<file path="config.mk">
export PLATFORM = sky130hd
export DESIGN_NAME = luhn_card_number_check_core
export DESIGN_NICKNAME = d
export VERILOG_FILES = /design/src/design/lcc_pkg.sv /design/src/design/luhn_card_number_check_core.sv /design/src/design/lcc_bin2bcd.sv
export SDC_FILE = /design/constraint.sdc
export NUM_CORES = 2
export LEC_CHECK = 0
export BUFFER_PORTS_ARGS = -buffer_cell sky130_fd_sc_hd__buf_2
export CORE_MARGIN = 3
export CORE_UTILIZATION = 32
export CTS_CLUSTER_DIAMETER = 60
export DETAILED_ROUTE_END_ITERATION = 16
export PLACE_DENSITY = 0.47
export SYNTH_ARGS = -nofsm -noshare
export SYNTH_HDL_FRONTEND = slang
export SYNTH_HIERARCHICAL = 1
export SYNTH_SLANG_ARGS = --single-unit
export TNS_END_PERCENT = 100
</file>
<file path="constraint.sdc">
create_clock -name clk -period 102 [get_ports clk]
set_input_delay 20.4 -clock clk [delete_from_list [all_inputs] [get_ports clk]]
set_output_delay 20.4 -clock clk [all_outputs]
set_load 0.005 [all_outputs]
</file>
<file path="src/design/lcc_pkg.sv">
// ----------------------------------------------------------------------------
// lcc_pkg
// Shared widths, constants and result codes for the Luhn card number checker.
// ----------------------------------------------------------------------------
`default_nettype none

package lcc_pkg;

  // input number and decimal digit layout
  localparam int IN_WIDTH       = 63;
  localparam int NUM_DIGITS     = 19;
  localparam int BCD_WIDTH      = 4 * NUM_DIGITS;

  // binary to decimal conversion: input bits consumed per pipeline stage
  localparam int BITS_PER_STAGE = 3;
  localparam int DD_STAGES      = (IN_WIDTH + BITS_PER_STAGE - 1) / BITS_PER_STAGE;

  // result field widths
  localparam int CFG_WIDTH      = 5;
  localparam int COUNT_WIDTH    = 5;
  localparam int SUM_WIDTH      = 8;

  // digit sum is reduced in groups before the final add
  localparam int GROUP_SIZE     = 5;
  localparam int NUM_GROUPS     = (NUM_DIGITS + GROUP_SIZE - 1) / GROUP_SIZE;
  localparam int GROUP_WIDTH    = 6;

  // register reset and parameter default
  localparam logic [CFG_WIDTH-1:0] MIN_DIGITS_RESET   = 5'd12;
  localparam int                   MAX_DIGITS_DEFAULT = 19;

  // reciprocal of ten scaled by 2**11, exact for quotients of 8-bit values
  localparam int              RECIP_SHIFT = 11;
  localparam logic [7:0]      RECIP_TEN   = 8'd205;

  // leading digit that marks a visa number
  localparam logic [3:0]      VISA_LEAD   = 4'd4;

  typedef enum logic [1:0] {
    VERDICT_INVALID    = 2'd0,
    VERDICT_VISA       = 2'd1,
    VERDICT_MASTERCARD = 2'd2
  } verdict_t;

endpackage

`default_nettype wire

</file>
<file path="src/design/luhn_card_number_check_core.sv">
// ----------------------------------------------------------------------------
// luhn_card_number_check_core
// Luhn mod 10 check of binary card numbers with digit count and card verdict.
// ----------------------------------------------------------------------------
// Accepts one card number per clock unless the pipeline holds, and returns one
// result per number, in order. The binary to decimal converter (21 stages, 3
// input bits each) is followed by three scoring stages: weighted digits with
// group sums and leading digit search, the total sum, and the mod 10 test
// with the verdict. The whole pipeline holds while a finished result waits on
// out_ready; in_ready follows that same hold.
// min_digits is written through cfg_we/cfg_wdata and resets to 12.
`default_nettype none

module luhn_card_number_check_core #(
  parameter int MAX_DIGITS = lcc_pkg::MAX_DIGITS_DEFAULT
) (
  input  wire logic                             clk,
  input  wire logic                             rst,
  // input transaction
  input  wire logic                             in_valid,
  output logic                                  in_ready,
  input  wire logic [lcc_pkg::IN_WIDTH-1:0]     card_number,
  // output transaction
  output logic                                  out_valid,
  input  wire logic                             out_ready,
  output logic [1:0]                            verdict,
  output logic [lcc_pkg::COUNT_WIDTH-1:0]       digit_count,
  output logic [lcc_pkg::SUM_WIDTH-1:0]         luhn_sum,
  // configuration
  input  wire logic                             cfg_we,
  input  wire logic [lcc_pkg::CFG_WIDTH-1:0]    cfg_wdata
);

  localparam int CountW = lcc_pkg::COUNT_WIDTH;
  localparam int SumW   = lcc_pkg::SUM_WIDTH;
  localparam int GrpW   = lcc_pkg::GROUP_WIDTH;
  localparam int NGrp   = lcc_pkg::NUM_GROUPS;
  localparam int NDig   = lcc_pkg::NUM_DIGITS;

  logic                           en;
  logic [lcc_pkg::CFG_WIDTH-1:0]  min_digits;
  logic                           conv_valid;
  logic [lcc_pkg::BCD_WIDTH-1:0]  conv_bcd;

  // global advance: the output register is free or being emptied
  assign en       = !out_valid || out_ready;
  assign in_ready = en;

  // configuration register
  always_ff @(posedge clk) begin
    if (rst) begin
      min_digits <= lcc_pkg::MIN_DIGITS_RESET;
    end else if (cfg_we) begin
      min_digits <= cfg_wdata;
    end
  end

  // binary to decimal
  lcc_bin2bcd u_bin2bcd (
    .clk       (clk),
    .rst       (rst),
    .en        (en),
    .in_valid  (in_valid),
    .bin_in    (card_number),
    .out_valid (conv_valid),
    .bcd_out   (conv_bcd)
  );

  // stage a: weighted digits, group sums, digit count and leading digit
  logic              a_valid;
  logic [GrpW-1:0]   a_grp      [NGrp];
  logic [GrpW-1:0]   a_grp_next [NGrp];
  logic [CountW-1:0] a_count, a_count_next;
  logic [3:0]        a_lead, a_lead_next;

  always_comb begin
    logic [3:0] d;
    logic [4:0] dbl;
    logic [3:0] w;
    for (int g = 0; g < NGrp; g++) begin
      a_grp_next[g] = '0;
    end
    a_count_next = CountW'(1);
    a_lead_next  = conv_bcd[3:0];
    for (int i = 0; i < NDig; i++) begin
      d = conv_bcd[i*4 +: 4];
      if ((i % 2) == 1) begin
        dbl = {d, 1'b0};
        w   = (dbl > 5'd9) ? 4'(dbl - 5'd9) : dbl[3:0];
      end else begin
        dbl = '0;
        w   = d;
      end
      a_grp_next[i / lcc_pkg::GROUP_SIZE] = a_grp_next[i / lcc_pkg::GROUP_SIZE] + GrpW'(w);
      if (i > 0 && d != 4'd0) begin
        a_count_next = CountW'(i + 1);
        a_lead_next  = d;
      end
    end
  end

  always_ff @(posedge clk) begin
    if (rst) begin
      a_valid <= 1'b0;
    end else if (en) begin
      a_valid <= conv_valid;
    end
  end

  always_ff @(posedge clk) begin
    if (en) begin
      a_grp   <= a_grp_next;
      a_count <= a_count_next;
      a_lead  <= a_lead_next;
    end
  end

  // stage b: total sum
  logic              b_valid;
  logic [SumW-1:0]   b_sum, b_sum_next;
  logic [CountW-1:0] b_count;
  logic [3:0]        b_lead;

  always_comb begin
    b_sum_next = '0;
    for (int g = 0; g < NGrp; g++) begin
      b_sum_next = b_sum_next + SumW'(a_grp[g]);
    end
  end

  always_ff @(posedge clk) begin
    if (rst) begin
      b_valid <= 1'b0;
    end else if (en) begin
      b_valid <= a_valid;
    end
  end

  always_ff @(posedge clk) begin
    if (en) begin
      b_sum   <= b_sum_next;
      b_count <= a_count;
      b_lead  <= a_lead;
    end
  end

  // stage c: mod 10 test and verdict into the output register
  logic [15:0]       recip_prod;
  logic [4:0]        quot;
  logic [SumW-1:0]   quot_times10;
  logic              sum_ok;
  logic              count_ok;
  logic [1:0]        verdict_next;

  always_comb begin
    recip_prod   = 16'(b_sum) * 16'(lcc_pkg::RECIP_TEN);
    quot         = recip_prod[lcc_pkg::RECIP_SHIFT +: 5];
    quot_times10 = {quot, 3'b000} + {2'b00, quot, 1'b0};
    sum_ok       = (b_sum == quot_times10);
    count_ok     = (b_count >= min_digits) && (b_count <= CountW'(MAX_DIGITS));
    if (!sum_ok || !count_ok) begin
      verdict_next = lcc_pkg::VERDICT_INVALID;
    end else if (b_lead == lcc_pkg::VISA_LEAD) begin
      verdict_next = lcc_pkg::VERDICT_VISA;
    end else begin
      verdict_next = lcc_pkg::VERDICT_MASTERCARD;
    end
  end

  always_ff @(posedge clk) begin
    if (rst) begin
      out_valid <= 1'b0;
    end else if (en) begin
      out_valid <= b_valid;
    end
  end

  always_ff @(posedge clk) begin
    if (en) begin
      verdict     <= verdict_next;
      digit_count <= b_count;
      luhn_sum    <= b_sum;
    end
  end

endmodule

`default_nettype wire

</file>
<file path="src/design/lcc_bin2bcd.sv">
// ----------------------------------------------------------------------------
// lcc_bin2bcd
// Pipelined shift-and-add-3 conversion of the binary card number into packed
// decimal digits, a fixed number of input bits per register stage.
// ----------------------------------------------------------------------------
`default_nettype none

module lcc_bin2bcd (
  input  wire logic                          clk,
  input  wire logic                          rst,
  input  wire logic                          en,
  input  wire logic                          in_valid,
  input  wire logic [lcc_pkg::IN_WIDTH-1:0]  bin_in,
  output logic                               out_valid,
  output logic [lcc_pkg::BCD_WIDTH-1:0]      bcd_out
);

  localparam int StageCount = lcc_pkg::DD_STAGES;
  localparam int BcdW       = lcc_pkg::BCD_WIDTH;
  localparam int BinW       = lcc_pkg::IN_WIDTH;

  // add 3 to every digit of 5 or more, ahead of a left shift
  function automatic logic [BcdW-1:0] dabble_adjust(input logic [BcdW-1:0] v);
    logic [3:0]      dig;
    logic [BcdW-1:0] res;
    res = v;
    for (int i = 0; i < lcc_pkg::NUM_DIGITS; i++) begin
      dig = v[i*4 +: 4];
      if (dig >= 4'd5) begin
        res[i*4 +: 4] = dig + 4'd3;
      end
    end
    return res;
  endfunction

  logic [StageCount-1:0] stage_valid;
  logic [BcdW-1:0]       stage_bcd      [StageCount];
  logic [BinW-1:0]       stage_bin      [StageCount];
  logic [BcdW-1:0]       stage_bcd_next [StageCount];
  logic [BinW-1:0]       stage_bin_next [StageCount];
  logic [StageCount-1:0] stage_valid_next;

  for (genvar s = 0; s < StageCount; s++) begin : g_stage
    // source of this stage: the input port or the previous stage
    logic [BcdW-1:0] src_bcd;
    logic [BinW-1:0] src_bin;

    if (s == 0) begin : g_first
      assign src_bcd             = '0;
      assign src_bin             = bin_in;
      assign stage_valid_next[s] = in_valid;
    end else begin : g_rest
      assign src_bcd             = stage_bcd[s-1];
      assign src_bin             = stage_bin[s-1];
      assign stage_valid_next[s] = stage_valid[s-1];
    end

    // a few adjust-and-shift steps per stage
    always_comb begin
      logic [BcdW-1:0] b;
      logic [BinW-1:0] r;
      b = src_bcd;
      r = src_bin;
      for (int k = 0; k < lcc_pkg::BITS_PER_STAGE; k++) begin
        b = dabble_adjust(b);
        b = {b[BcdW-2:0], r[BinW-1]};
        r = {r[BinW-2:0], 1'b0};
      end
      stage_bcd_next[s] = b;
      stage_bin_next[s] = r;
    end

    // valid bits reset, payload does not
    always_ff @(posedge clk) begin
      if (rst) begin
        stage_valid[s] <= 1'b0;
      end else if (en) begin
        stage_valid[s] <= stage_valid_next[s];
      end
    end

    always_ff @(posedge clk) begin
      if (en) begin
        stage_bcd[s] <= stage_bcd_next[s];
        stage_bin[s] <= stage_bin_next[s];
      end
    end
  end

  assign out_valid = stage_valid[StageCount-1];
  assign bcd_out   = stage_bcd[StageCount-1];

endmodule

`default_nettype wire
</file>
==> out/summary.md <==
On the critical path, the stage with the largest delay is an instance of nand2b_4. The final count of hold timing violations is 0. Summed over all failing endpoints, the final setup total negative slack is 0 ps. The flow ran to the end, and the final reports show no timing, DRC or antenna violations. Dividing the final minimum period by the clock period gives 41.4%. The run gives 345000 um^2 as the floorplan core area.

The routed design uses 6.43 mm of met3 wire. The maximum fanout along the worst path was 55; the share of synthesized flip-flops with an asynchronous set or reset was 0%. In this run, synthesis produced a sequential element count of 1617. For the worst-skew pair, the clock arrives at the later sink with an insertion delay of 930 ps. TritonCTS built the clock tree.

The effective utilization at floorplan was 32.3%. The startpoint type of the worst setup path was a primary input. The unique cell type count in the Yosys netlist is 96.

The tools report the number of buffers inserted for hold repair after clock tree synthesis as 0. The post-CTS setup buffer count was 0; the boundary pin count was 90. First-pass GRT wire length: 356 mm. Yosys instantiated no cell more often than edfxtp_1. The tools report the number of global-route vias before repair as 79900. By count the netlist is led by edfxtp_1 (1588), inv_1 (974), nor2_1 (949).

The floorplan step set the die width to 596 um. The critical path goes through buf_2 > nand2b_4 > buf_4 > buf_2. The cell count after synthesis is 11200. The critical path's most frequent cell was buf_2. After synthesis the cells add up to 111000 um^2. Counting the buffers created by CTS gives 232. In this run the number of H-tree levels came out at 4. At the worst endpoint, the required time is 81600 ps. Post-layout instance count excluding filler cells: 16200. Gates resized during post-CTS repair numbered 0. Row generation in the floorplan step produced 215 rows. The routed wirelength normalized by instance count works out to 12.7 um.

Compared with the post-synthesis result, the final layout area differs by 12.4%. The setup path with the least slack is of type in2out. Nature of the critical path endpoint: an output pin. The sequential cells in the finished layout cover a total of 48300 um^2. Clock transition time at the flip-flop clock pins of the worst setup and hold paths: 60 ps.

After the last flow step, the layout net total stands at 12300. The wire length the detailed router placed on met1 was 87.2 mm. Clock root buffer master: clkbuf_16.

Derived from the worst setup path, the maximum achievable clock frequency is 23.7 MHz. Post-synth net total: 12000. The initial antenna violation count was 2; the number of warnings issued by yosys was 6.

CTS saw 1617 sinks. Clock skew on the completed layout was measured at 70.0 ps. The most used flip-flop cell after synthesis is edfxtp_1. In this run the remaining antenna-violating nets after routing total 0.

The average vias per placed instance was 5.02. The utilization of the core after routing was 36.3%; the total via count after detailed routing was 81300. The run gives 8 as the number of iterations in the first detailed-routing pass. The largest single stage delay on the critical path is 620 ps. Layout cell share with drive strength beyond 1: 7.23%.

Input and output buffers added on the ports amount to 89. For the aggregate global routing overflow, the log shows 0. At the pin with the least slew margin, the transition time is 999 ps.

After legalization and detailed placement, the total HPWL measured 148 mm. Global routing used 11.3% of the available tracks. For the routability congestion estimate from global placement, the log shows 0.784.

Summed over all instances, the cell type with the most area after synthesis is edfxtp_1. The die is 596 um tall. Yosys mapped a number of flops with a built-in enable equal to 1588. Across the run, the number of max-cap violations was 0. Measured against its own limit, the worst slew margin works out to 33.4%. Setup violations remaining at the end of the flow were counted as 0. Of the post-synthesis cell area, the dominant cell type holds 42.9%. Area of the die: 355000 um^2. The tools report the largest buffer count on any clock path as 4.

The highest layer touched by signal routing is met4. In the routed design, unresolved DRC markers number 0. The count of final max-slew check failures came out at 0. The filler cell count in the final layout is 33800. For this run, the register share of the synthesized area comes to 43.4%.

The aggregate routed wire length came out at 206 mm. Ranked by total cell area, the synthesized netlist is headed by edfxtp_1 (43%), ha_1 (7.9%), xnor2_1 (4.3%). The worst hold path belongs to the class reg2reg. The met2 wire length is 107 mm. The logs give 58900 um^2 for the area taken by multi-input logic gates and 21820 ps for the endpoint arrival time on the critical path.

The violation count after the first detailed-routing iteration is 3691. Setup repair after global routing left no endpoint under its margin. After detailed placement, the design holds a cell count of 15800.

Dividing the synthesized area by the synthesized cell count gives 9.94 um^2. Entering global routing, the biggest net connects 174 pins. The worst path needs 42220 ps of the cycle, external delays included.
-- layout make-up --
class	count	area share (%)
Sequential cell	1617	38.6
Tap cell	4557	4.56
Clock buffer	258	4.72
Antenna cell	1	0.00200
Inverter	978	2.94
Timing Repair Buffer	119	0.556
Clock inverter	169	1.51
Multi-Input combinational cell	8497	47.1
-- cell usage in the layout, fill, tap and decap left out, drive strengths merged, types with 74 or more instances in the layout --
cell	netlist	layout
nor3b	185	185
mux2i	421	421
a21boi	106	106
buf	10	119
edfxtp	1588	1588
nor2	949	949
o21bai	117	117
a31oi	144	144
and2	114	114
o22ai	106	106
xor2	103	103
nand3	132	132
ha	706	706
xnor2	547	547
nand2b	309	309
o21ai	1064	1064
o21a	189	189
nand2	729	729
clkinv	0	86
nor2b	141	141
a21o	81	81
a21oi	943	943
clkbuf	84	258
a2bb2oi	97	97
inv	978	1007
mux2	288	288
nor3	96	96
a211oi	98	98
a22o	74	74
-- routing by layer --
metal  vias up  GRT usage [%]
met1     38300           12.5
met4         0           3.81
met2       826           21.7
met3       358           1.65
met5         -              0
li1      41800              -
-- worst max-delay path, delay by kind of cell --
kind	cells	cell delay (ps)
buffers and inverters	3	690
AND/OR/NAND/NOR	1	620
-- final timing paths --
path	start	endpoint	slack (ps)	cells past startpoint
min	u_bin2bcd/stage_bin[2][114]	u_bin2bcd/stage_bcd[1][152]	360	0
max	out_ready	in_ready	59780	4
max reg2reg	out_valid	u_bin2bcd/stage_bcd[0][0]	95500	7
min reg2reg	u_bin2bcd/stage_bin[2][114]	u_bin2bcd/stage_bcd[1][152]	360	0
-- flip-flops by register name (all words and copies together), names as in the netlist --
register               cells
u_bin2bcd/stage_bcd      893
verdict                    2
a_grp                     24
u_bin2bcd/out_valid        1
a_count                    5
out_valid                  1
u_bin2bcd/stage_valid     20
a_lead                     4
b_lead                     4
b_count                    5
a_valid                    1
digit_count                5
luhn_sum                   8
u_bin2bcd/stage_bin      630
b_sum                      8
min_digits                 5
b_valid                    1
-- cells by family (layout without fill, tap and decap cells) --
kind of cell / after synthesis / count (layout) / synth area share [%]
AO/OA/AOI/OAI: 3489 / 3489 / 19.5
XOR/XNOR: 654 / 654 / 5.20
adder cells (fa/ha/maj): 773 / 773 / 9.11
multiplexers: 709 / 709 / 6.71
AND/OR/NAND/NOR: 2872 / 2872 / 12.5
buffers and inverters: 1072 / 1524 / 3.64
other: 0 / 1 / 0
flip-flops: 1617 / 1617 / 43.4
-- metrics by stage --
step / hold WS (ps) / setup WS [ps] / area [um^2]
after floorplan: 400 / 23350 / 111000
after global placement: 400 / 59710 / 117000
after detailed placement: 405 / 59690 / 117000
after CTS: 348 / 59690 / 125000
after global routing: 369 / 59650 / 125000
final: 360 / 59780 / 125000
Power is not shown: default switching activity piles up to over one toggle a cycle in this logic, so the estimate is an artifact.
